==> src/hdl/jsv_pkg.sv <==
package jsv_pkg;

  localparam int MAX_NESTING = 64;
  localparam int STK_AW = (MAX_NESTING > 1) ? $clog2(MAX_NESTING) : 1;
  localparam int DEPTH_W = 7;
  localparam logic [DEPTH_W-1:0] DEPTH_RESET = 7'd64;
  localparam int QDEPTH = 2;

  typedef enum logic [4:0] {
    S_START  = 5'd0,
    S_DONE   = 5'd1,
    S_KEY    = 5'd2,
    S_COLON  = 5'd3,
    S_VALUE  = 5'd4,
    S_AFTER  = 5'd5,
    S_KSTR   = 5'd8,
    S_KESC   = 5'd9,
    S_KHEX   = 5'd10,
    S_KSBS   = 5'd11,
    S_KSU    = 5'd12,
    S_VSTR   = 5'd13,
    S_VESC   = 5'd14,
    S_VHEX   = 5'd15,
    S_VSBS   = 5'd16,
    S_VSU    = 5'd17,
    S_NMINUS = 5'd18,
    S_NZERO  = 5'd19,
    S_NINT   = 5'd20,
    S_NDOT   = 5'd21,
    S_NFRAC  = 5'd22,
    S_NE     = 5'd23,
    S_NESIGN = 5'd24,
    S_NEXP   = 5'd25,
    S_LNULL  = 5'd26,
    S_LTRUE  = 5'd27,
    S_LFALSE = 5'd28
  } pstate_t;

  localparam logic [3:0] EV_NONE   = 4'd0;
  localparam logic [3:0] EV_OOPEN  = 4'd1;
  localparam logic [3:0] EV_OCLOSE = 4'd2;
  localparam logic [3:0] EV_AOPEN  = 4'd3;
  localparam logic [3:0] EV_ACLOSE = 4'd4;
  localparam logic [3:0] EV_KEY    = 4'd5;
  localparam logic [3:0] EV_STR    = 4'd6;
  localparam logic [3:0] EV_NUM    = 4'd7;
  localparam logic [3:0] EV_LIT    = 4'd8;
  localparam logic [3:0] EV_END    = 4'd9;

  localparam logic [2:0] ER_OK    = 3'd0;
  localparam logic [2:0] ER_UNEXP = 3'd1;
  localparam logic [2:0] ER_END   = 3'd2;
  localparam logic [2:0] ER_CTRL  = 3'd3;
  localparam logic [2:0] ER_ESC   = 3'd4;
  localparam logic [2:0] ER_SURR  = 3'd5;
  localparam logic [2:0] ER_DEEP  = 3'd6;
  localparam logic [2:0] ER_NUM   = 3'd7;

  typedef enum logic [2:0] {
    C_WS, C_DIGIT, C_HEXA, C_CTRL, C_OTHER
  } cls_t;

  typedef struct packed {
    logic [7:0] c;
    logic       eoi;
    logic       ws;
    logic       dig;
    logic       hexok;
    logic [3:0] hexv;
    logic       ctrl;
  } tok_t;

  typedef struct packed {
    logic [3:0]         ev;
    logic [7:0]         val;
    logic               uv;
    logic [15:0]        cu;
    logic               ne;
    logic [DEPTH_W-1:0] dep;
    logic [2:0]         err;
  } res_t;

  function automatic logic [7:0] lit_char(input pstate_t s, input logic [2:0] i);
    logic [7:0] ch;
    ch = 8'h00;
    case (s)
      S_LNULL: case (i)
        3'd0: ch = "n"; 3'd1: ch = "u"; 3'd2: ch = "l"; 3'd3: ch = "l";
        default: ch = 8'h00;
      endcase
      S_LTRUE: case (i)
        3'd0: ch = "t"; 3'd1: ch = "r"; 3'd2: ch = "u"; 3'd3: ch = "e";
        default: ch = 8'h00;
      endcase
      default: case (i)
        3'd0: ch = "f"; 3'd1: ch = "a"; 3'd2: ch = "l"; 3'd3: ch = "s";
        3'd4: ch = "e";
        default: ch = 8'h00;
      endcase
    endcase
    return ch;
  endfunction

endpackage

==> src/hdl/jsv_front.sv <==
module jsv_front (
  input  logic          clk,
  input  logic          rst,
  input  logic          valid,
  output logic          stall,
  input  logic [7:0]    data_byte,
  input  logic          end_of_input,
  output logic          q_valid,
  input  logic          q_stall,
  output jsv_pkg::tok_t q_tok
);
  import jsv_pkg::*;

  tok_t mem [QDEPTH];
  logic [$clog2(QDEPTH)-1:0] wp, rp;
  logic [$clog2(QDEPTH):0] cnt;
  tok_t t;
  logic push, pop;

  always_comb begin
    t.c     = data_byte;
    t.eoi   = end_of_input;
    t.ws    = data_byte == 8'h20 || data_byte == 8'h09 ||
              data_byte == 8'h0D || data_byte == 8'h0A;
    t.dig   = data_byte >= "0" && data_byte <= "9";
    t.ctrl  = data_byte < 8'h20;
    t.hexok = 1'b1;
    t.hexv  = 4'd0;
    if (t.dig) t.hexv = 4'(data_byte - "0");
    else if (data_byte >= "a" && data_byte <= "f") t.hexv = 4'(data_byte - "a" + 8'd10);
    else if (data_byte >= "A" && data_byte <= "F") t.hexv = 4'(data_byte - "A" + 8'd10);
    else t.hexok = 1'b0;
  end

  assign stall   = cnt == ($clog2(QDEPTH)+1)'(QDEPTH);
  assign push    = valid && !stall;
  assign q_valid = cnt != '0;
  assign pop     = q_valid && !q_stall;
  assign q_tok   = mem[rp];

  always_ff @(posedge clk) begin
    if (push) mem[wp] <= t;
  end

  always_ff @(posedge clk) begin
    if (rst) begin
      wp <= '0;
      rp <= '0;
      cnt <= '0;
    end else begin
      if (push) wp <= wp + 1'b1;
      if (pop) rp <= rp + 1'b1;
      cnt <= cnt + ($clog2(QDEPTH)+1)'(push) - ($clog2(QDEPTH)+1)'(pop);
    end
  end
endmodule

==> src/hdl/jsv_back.sv <==
module jsv_back (
  input  logic                           clk,
  input  logic                           rst,
  input  logic                           cfg_we,
  input  logic [jsv_pkg::DEPTH_W-1:0]    cfg_data,
  input  logic                           q_valid,
  output logic                           q_stall,
  input  jsv_pkg::tok_t                  q_tok,
  output logic                           o_valid,
  input  logic                           o_stall,
  output jsv_pkg::res_t                  o_res
);
  import jsv_pkg::*;

  pstate_t st, st_next;
  logic stk [MAX_NESTING];
  logic top;
  logic [DEPTH_W-1:0] lvl, lvl_next, max_depth;
  logic emp, emp_next, hsp, hsp_next;
  logic [2:0] li, li_next, hc, hc_next, el, el_next;
  logic [15:0] hacc, hacc_next;
  logic push_w, push_obj;
  logic [DEPTH_W-1:0] lim;
  logic top_obj, go;
  res_t r;
  logic [7:0] c;

  assign q_stall = o_valid && o_stall;
  assign go = q_valid && !q_stall;
  assign lim = (max_depth < DEPTH_W'(MAX_NESTING)) ? max_depth : DEPTH_W'(MAX_NESTING);
  assign top_obj = (lvl != '0) ? top : 1'b0;
  assign c = q_tok.c;

  always_comb begin
    logic redo, ne, hi, lo, take, need;
    logic [15:0] u;
    pstate_t s, nx;
    st_next = st; lvl_next = lvl; emp_next = emp; li_next = li;
    hc_next = hc; hacc_next = hacc; hsp_next = hsp; el_next = el;
    push_w = 1'b0; push_obj = 1'b0;
    r = '0;
    ne = 1'b0; redo = 1'b0; u = '0; hi = 1'b0; lo = 1'b0;
    take = 1'b1; need = 1'b0; nx = st;
    r.dep = lvl;
    if (q_tok.eoi) begin
      r.err = el;
      if (el == ER_OK && st != S_DONE) r.err = ER_END;
      r.ev = (r.err != ER_OK) ? EV_NONE : EV_END;
      st_next = S_START; lvl_next = '0; emp_next = 1'b1; li_next = '0;
      hc_next = '0; hacc_next = '0; hsp_next = 1'b0; el_next = ER_OK;
    end else if (el != ER_OK) begin
      r.err = el;
    end else begin
      s = st;
      if (s inside {[S_NMINUS:S_NEXP]}) begin
        case (s)
          S_NMINUS: if (c == "0") nx = S_NZERO; else if (q_tok.dig) nx = S_NINT;
                    else take = 1'b0;
          S_NZERO:  if (c == ".") nx = S_NDOT; else if (c == "e" || c == "E") nx = S_NE;
                    else take = 1'b0;
          S_NINT:   if (c == ".") nx = S_NDOT; else if (c == "e" || c == "E") nx = S_NE;
                    else if (!q_tok.dig) take = 1'b0;
          S_NDOT:   if (q_tok.dig) nx = S_NFRAC; else take = 1'b0;
          S_NFRAC:  if (c == "e" || c == "E") nx = S_NE; else if (!q_tok.dig) take = 1'b0;
          S_NE:     if (c == "+" || c == "-") nx = S_NESIGN; else if (q_tok.dig) nx = S_NEXP;
                    else take = 1'b0;
          S_NESIGN: if (q_tok.dig) nx = S_NEXP; else take = 1'b0;
          default:  if (!q_tok.dig) take = 1'b0;
        endcase
        need = s == S_NMINUS || s == S_NDOT || s == S_NE || s == S_NESIGN;
        if (take) begin
          st_next = nx; r.ev = EV_NUM;
        end else if (need) el_next = ER_NUM;
        else begin
          ne = 1'b1; redo = 1'b1; s = S_AFTER; st_next = S_AFTER;
        end
      end
      if (!(s inside {[S_NMINUS:S_NEXP]})) begin
        case (s)
          S_START: if (!q_tok.ws) begin
            if (c == "{" || c == "[") begin
              if (lvl >= lim) el_next = ER_DEEP;
              else begin
                push_w = 1'b1; push_obj = c == "{"; lvl_next = lvl + 1'b1; emp_next = 1'b1;
                st_next = (c == "{") ? S_KEY : S_VALUE;
                r.ev = (c == "{") ? EV_OOPEN : EV_AOPEN;
              end
            end else el_next = ER_UNEXP;
          end
          S_DONE: ;
          S_KEY: if (!q_tok.ws) begin
            if (c == "\"") begin emp_next = 1'b0; st_next = S_KSTR; end
            else if (c == "}" && emp) begin
              r.ev = top_obj ? EV_OCLOSE : EV_ACLOSE;
              lvl_next = (lvl != '0) ? lvl - 1'b1 : lvl; emp_next = 1'b0;
              st_next = (lvl_next != '0) ? S_AFTER : S_DONE;
            end else el_next = ER_UNEXP;
          end
          S_COLON: if (!q_tok.ws) begin
            if (c == ":") begin emp_next = 1'b0; st_next = S_VALUE; end
            else el_next = ER_UNEXP;
          end
          S_VALUE: if (!q_tok.ws) begin
            if (c == "{" || c == "[") begin
              if (lvl >= lim) el_next = ER_DEEP;
              else begin
                push_w = 1'b1; push_obj = c == "{"; lvl_next = lvl + 1'b1; emp_next = 1'b1;
                st_next = (c == "{") ? S_KEY : S_VALUE;
                r.ev = (c == "{") ? EV_OOPEN : EV_AOPEN;
              end
            end else if (c == "]" && emp && lvl != '0 && !top_obj) begin
              r.ev = EV_ACLOSE; lvl_next = lvl - 1'b1; emp_next = 1'b0;
              st_next = (lvl_next != '0) ? S_AFTER : S_DONE;
            end else begin
              emp_next = 1'b0;
              if (c == "\"") st_next = S_VSTR;
              else if (c == "n" || c == "t" || c == "f") begin
                st_next = (c == "n") ? S_LNULL : ((c == "t") ? S_LTRUE : S_LFALSE);
                li_next = 3'd1; r.ev = EV_LIT;
              end else if (c == "-") begin st_next = S_NMINUS; r.ev = EV_NUM; end
              else if (c == "0") begin st_next = S_NZERO; r.ev = EV_NUM; end
              else if (q_tok.dig) begin st_next = S_NINT; r.ev = EV_NUM; end
              else el_next = ER_UNEXP;
            end
          end
          S_AFTER: if (!q_tok.ws) begin
            if (c == ",") begin emp_next = 1'b0; st_next = top_obj ? S_KEY : S_VALUE; end
            else if ((c == "}" && top_obj) || (c == "]" && !top_obj)) begin
              r.ev = top_obj ? EV_OCLOSE : EV_ACLOSE;
              lvl_next = (lvl != '0) ? lvl - 1'b1 : lvl; emp_next = 1'b0;
              st_next = (lvl_next != '0) ? S_AFTER : S_DONE;
            end else el_next = ER_UNEXP;
          end
          S_KSTR, S_VSTR: begin
            if (c == "\"") st_next = (s == S_KSTR) ? S_COLON : S_AFTER;
            else if (q_tok.ctrl) el_next = ER_CTRL;
            else if (c == "\\") st_next = pstate_t'(s + 5'd1);
            else begin r.ev = (s == S_KSTR) ? EV_KEY : EV_STR; r.val = c; end
          end
          S_KESC, S_VESC: begin
            r.ev = (s == S_KESC) ? EV_KEY : EV_STR;
            st_next = pstate_t'(s - 5'd1);
            case (c)
              "\"", "\\", "/": r.val = c;
              "b": r.val = 8'h08;
              "f": r.val = 8'h0C;
              "n": r.val = 8'h0A;
              "r": r.val = 8'h0D;
              "t": r.val = 8'h09;
              "u": begin
                r.ev = EV_NONE; hacc_next = '0; hc_next = '0;
                st_next = pstate_t'(s + 5'd1);
              end
              default: begin el_next = ER_ESC; st_next = st; end
            endcase
          end
          S_KSBS, S_VSBS: if (c == "\\") st_next = pstate_t'(s + 5'd1); else el_next = ER_SURR;
          S_KSU, S_VSU: if (c == "u") begin
            hacc_next = '0; hc_next = '0; st_next = pstate_t'(s - 5'd2);
          end else el_next = ER_SURR;
          S_KHEX, S_VHEX: if (!q_tok.hexok) el_next = ER_ESC;
          else begin
            u = {hacc[11:0], q_tok.hexv};
            hacc_next = u; hc_next = hc + 3'd1;
            if (hc_next >= 3'd4) begin
              hc_next = '0;
              hi = u >= 16'hD800 && u <= 16'hDBFF;
              lo = u >= 16'hDC00 && u <= 16'hDFFF;
              r.uv = 1'b1; r.cu = u;
              if (hsp) begin
                if (!lo) el_next = ER_SURR;
                else begin hsp_next = 1'b0; st_next = pstate_t'(s - 5'd2); end
              end else if (lo) el_next = ER_SURR;
              else if (hi) begin hsp_next = 1'b1; st_next = pstate_t'(s + 5'd1); end
              else st_next = pstate_t'(s - 5'd2);
            end
          end
          S_LNULL, S_LTRUE, S_LFALSE: begin
            if (li >= ((s == S_LFALSE) ? 3'd5 : 3'd4) || lit_char(s, li) != c)
              el_next = ER_UNEXP;
            else begin
              r.ev = EV_LIT; li_next = li + 3'd1;
              if (li_next >= ((s == S_LFALSE) ? 3'd5 : 3'd4)) begin
                li_next = '0; st_next = S_AFTER;
              end
            end
          end
          default: el_next = ER_UNEXP;
        endcase
      end
      r.ne = ne && redo;
      r.err = el_next;
      r.dep = lvl_next;
      if (el_next != ER_OK) begin
        r.ev = '0; r.val = '0; r.uv = 1'b0; r.cu = '0; r.ne = 1'b0;
      end
    end
  end

  // top holds the kind of the innermost open container
  always_ff @(posedge clk) begin
    if (go && push_w) begin
      stk[STK_AW'(lvl)] <= push_obj;
      top <= push_obj;
    end else if (go) begin
      top <= stk[STK_AW'(lvl_next - 1'b1)];
    end
    if (go) o_res <= r;
  end

  always_ff @(posedge clk) begin
    if (rst) begin
      st <= S_START; lvl <= '0; emp <= 1'b1; li <= '0; hc <= '0; hacc <= '0;
      hsp <= 1'b0; el <= ER_OK; o_valid <= 1'b0; max_depth <= DEPTH_RESET;
    end else begin
      if (cfg_we) max_depth <= cfg_data;
      if (go) begin
        st <= st_next; lvl <= lvl_next; emp <= emp_next; li <= li_next;
        hc <= hc_next; hacc <= hacc_next; hsp <= hsp_next; el <= el_next;
      end
      if (go) o_valid <= 1'b1;
      else if (!o_stall) o_valid <= 1'b0;
    end
  end
endmodule

==> src/hdl/json_syntax_validator.sv <==
// channel  | handshake                  | payload
// in       | in_valid / in_stall        | data_byte, end_of_input
// out      | out_valid / out_stall      | event_res .. error_kind
// cfg      | cfg_we                     | cfg_data (max_depth)
// One byte per cycle sustained while out_stall is low; a byte passes the queue,
// then the parse register. The parser state update sets the rate.
// rst is synchronous: empties the queue, clears parse state, max_depth 64.
// Output stall backs up into a two-entry queue, then asserts in_stall.
module json_syntax_validator (
  input  logic        clk,
  input  logic        rst,
  input  logic        in_valid,
  output logic        in_stall,
  input  logic [7:0]  data_byte,
  input  logic        end_of_input,
  input  logic        cfg_we,
  input  logic [6:0]  cfg_data,
  output logic        out_valid,
  input  logic        out_stall,
  output logic [3:0]  event_res,
  output logic [7:0]  value_byte,
  output logic        unit_valid,
  output logic [15:0] code_unit,
  output logic        number_ended,
  output logic [6:0]  depth,
  output logic [2:0]  error_kind
);
  import jsv_pkg::*;

  logic q_valid, q_stall;
  tok_t q_tok;
  res_t res;

  jsv_front u_front (
    .clk, .rst, .valid(in_valid), .stall(in_stall), .data_byte, .end_of_input,
    .q_valid, .q_stall, .q_tok
  );

  jsv_back u_back (
    .clk, .rst, .cfg_we, .cfg_data, .q_valid, .q_stall, .q_tok,
    .o_valid(out_valid), .o_stall(out_stall), .o_res(res)
  );

  assign event_res    = res.ev;
  assign value_byte   = res.val;
  assign unit_valid   = res.uv;
  assign code_unit    = res.cu;
  assign number_ended = res.ne;
  assign depth        = res.dep;
  assign error_kind   = res.err;
endmodule

==> config.mk <==
export PLATFORM = sky130hd
export DESIGN_NAME = json_syntax_validator
export DESIGN_NICKNAME = d
export VERILOG_FILES = /design/src/hdl/jsv_pkg.sv /design/src/hdl/jsv_front.sv /design/src/hdl/jsv_back.sv /design/src/hdl/json_syntax_validator.sv
export SDC_FILE = /design/constraint.sdc
export NUM_CORES = 1
export LEC_CHECK = 0
export ABC_AREA = 1
export BUFFER_PORTS_ARGS = -buffer_cell sky130_fd_sc_hd__buf_2
export CAP_MARGIN = 20
export CORE_MARGIN = 2
export CORE_UTILIZATION = 45
export DETAILED_ROUTE_END_ITERATION = 6
export PLACE_DENSITY = 0.62
export SLEW_MARGIN = 30
export SYNTH_ARGS = -nofsm -noshare
export SYNTH_HDL_FRONTEND = slang
export SYNTH_SLANG_ARGS = --single-unit
==> constraint.sdc <==
create_clock -name clk -period 7.6 [get_ports clk]
set_input_delay 1.52 -clock clk [delete_from_list [all_inputs] [get_ports clk]]
set_output_delay 1.52 -clock clk [all_outputs]
set_load 0.03 [all_outputs]
==> flow_summary.toml <==
[drt]
ant_nets = 0
met3_length_um = 5010
drt-met1-wl_um = 22500
maxUsedRoutingLayer = "met4"
route.met2.wl_um = 19400
avgViaCountPerCell = 5.83
dr.pass1.iters = 6
route.detailed.drc = 0
wirelength_um = 47900
wl_per_cell_um = 21.0
num_vias = 13300
drtIter0Drc = 1781

[clock_tree]
ctsResizeCount = 0
numClockSinks = 187
cts.path.max_buffers = 2
cts_root_buf = "clkbuf_16"
path_clk_slew_ns = 0.07
hold_buffers = 0
tritoncts = "done"
htreeDepth = 4
numCtsBuffers = 17
insertion_delay_ns = 0.46
post-cts-setup-buffers = 0

[placed_design]
placed_cells = 2246
gpl.final_weighted_congestion = 1.02
port_buffers = 62
hpwl_um = 36600
pre_cts_ws_ns = 0.880

[sta]
timing.fmax_mhz = 154
setup_viol = 0
slew_viol_final = 0
skew_ns = 0.0131
rsz0062_at_grt = "false"
relSlewSlack = 0.337
fin_ws_ns = 1.10
hold_viol = 0
period_minus_slack_ns = 6.50
timing.final.crit_share = 0.855
tightest_slew_ns = 0.991
fin_tns_setup_ns = 0

[logic_synthesis]
syn-cell-area_um2 = 13200
yosys-top-cells-area = "edfxtp_1 32%, nand2_1 11%, nor2_1 7.4%"
ys_ff_latch = 187
synth.most_common_cell = "nand2_1"
syn_area_per_cell_um2 = 7.21
synth_common_cells = "381 x nand2_1, 259 x nor2_1, 240 x inv_1"
post-synth-top-area-fraction = 0.316
ys_seq_area_frac = 0.388
yosysTopAreaCell = "edfxtp_1"
synthCells = 1835
synth-warning-count = 0
synthArstFlopShare = 0
postSynth.topFlopCell = "edfxtp_1"
syn_nets = 1892
synth_edf_count = 139
synth.distinct_cells = 63

[worst_setup_path]
critPathCaptureType = "flop"
arrival_ns = 6.72
worstPathRequired_ns = 7.82
cp-start-kind = "flop"
reg2reg_setup_slack_ns = 1.10
path_delay_family = "simple AND/OR/NAND/NOR gates"
crit_top_cell = "nand2_1"
critical_path.max_fanout = 29
max_stage_delay_ns = 0.77
path_buf_inv = 5
critical_path_class = "reg2reg"
critPathSlowestCell = "ha_1"

[run]
maxCapViolCount = 0

[final_layout]
fin_nets = 1938
drive_gt1_frac = 0.109
stdcell_count = 2278
antenna_cells = 0
nFillCells = 2900
areaGrowthSynthToFinish_pct = 9.51
multi_input_area_um2 = 6810
regArea_um2 = 5140

[grt]
grt_pass1_wl_um = 73000
grt_start_max_net_pins = 66
grt_pass1_vias = 12100
grt-ovfl-total = 0
antenna_found_initial = 0
grt.total_usage = 0.314

[floorplan]
die_x_um = 175
core-area_um2 = 28900
die_h_um = 175
ios = 63
start_util = 0.458
fp.dieArea_um2 = 30800
rows = 62

[outcome]
outcome = "finished clean"

[worst_hold_path]
hp-start = "u_front.rp$_SDFFE_PP0P_"
hp-class = "reg2reg"

[power_and_ir_drop]
p_total_uw = 6090
p_leak_uw = 0.00650
ir_worst_vdd_v = 0.000333
p_per_area_nw_per_um2 = 420
placed cells by master (no fill, tap or decap), types with 29 or more instances in the layout:
cell type and instances:
nand2_1 381, nor2_1 259, inv_1 238, nand3_1 148, edfxtp_1 139, o21ai_0 132
a21oi_1 87, buf_2 62, nand4_1 52, dfxtp_1 47, ha_1 36, nor3_1 29
metal layers:
| layer | vias to the layer above | GRT usage |
|---|---|---|
| li1 | 6257 | - |
| met1 | 6237 | 0.486 |
| met2 | 712 | 0.430 |
| met3 | 74 | 0.0794 |
| met4 | 0 | 0.0840 |
| met5 | - | 0 |
metrics by stage:
stage / hold WS, ns / util / cell area (µm²)
after floorplan: 0.425 / - / 13200
after global placement: 0.438 / 0.481 / 13900
after detailed placement: 0.446 / 0.481 / 13900
after CTS: 0.456 / 0.502 / 14500
after global routing: 0.496 / 0.502 / 14500
final: 0.453 / 0.502 / 14500
layout make-up:
cell class	instances	area share
clock buffer	21	0.0333
multi-input combinational	1327	0.470
clock inverter	11	0.00726
timing repair buffer	85	0.0333
tap	384	0.0332
inverter	263	0.0682
sequential	187	0.355
kinds of logic (layout without fill, tap and decap cells):
kind of cell | Yosys count | in the layout | synth area share
and+or+nand+nor | 943 | 943 | 0.319
AOI/OAI and AO/OA | 325 | 325 | 0.144
buffers and inverters | 321 | 380 | 0.0985
DFF | 187 | 187 | 0.388
adders and majority gates | 36 | 36 | 0.0341
xor gates and xnor gates | 19 | 19 | 0.0132
muxes | 4 | 4 | 0.00303
state kept, by name, summed over array words and instances, names as in the netlist, named ones only:
signal / count
u_back.el: 3
u_back.emp: 1
u_back.hacc: 12
u_back.hc: 3
u_back.hsp: 1
u_back.li: 3
u_back.lvl: 7
u_back.max_depth: 7
u_back.o_res: 40
u_back.o_valid: 1
u_back.st: 5
u_back.stk: 64
u_back.top: 1
u_front.cnt: 2
u_front.mem: 34
u_front.rp: 1
u_front.wp: 1
where the power goes:
group	leakage [µW]	internal, µW	total [µW]	switching (µW)
combinational	0.00465	1020	3710	2690
sequential	0.00156	1350	1480	133
clock	0.000288	493	898	405
total	0.00650	2860	6090	3230
worst paths after layout:
path,endpoint,cells past startpoint
worst max-delay path,u_back.top$_DFFE_PP_,31
worst min-delay path,u_front.rp$_SDFFE_PP0P_,1
worst max register to register,u_back.top$_DFFE_PP_,31
worst min register to register,u_front.rp$_SDFFE_PP0P_,1
Power figures use the tool's default switching activity.
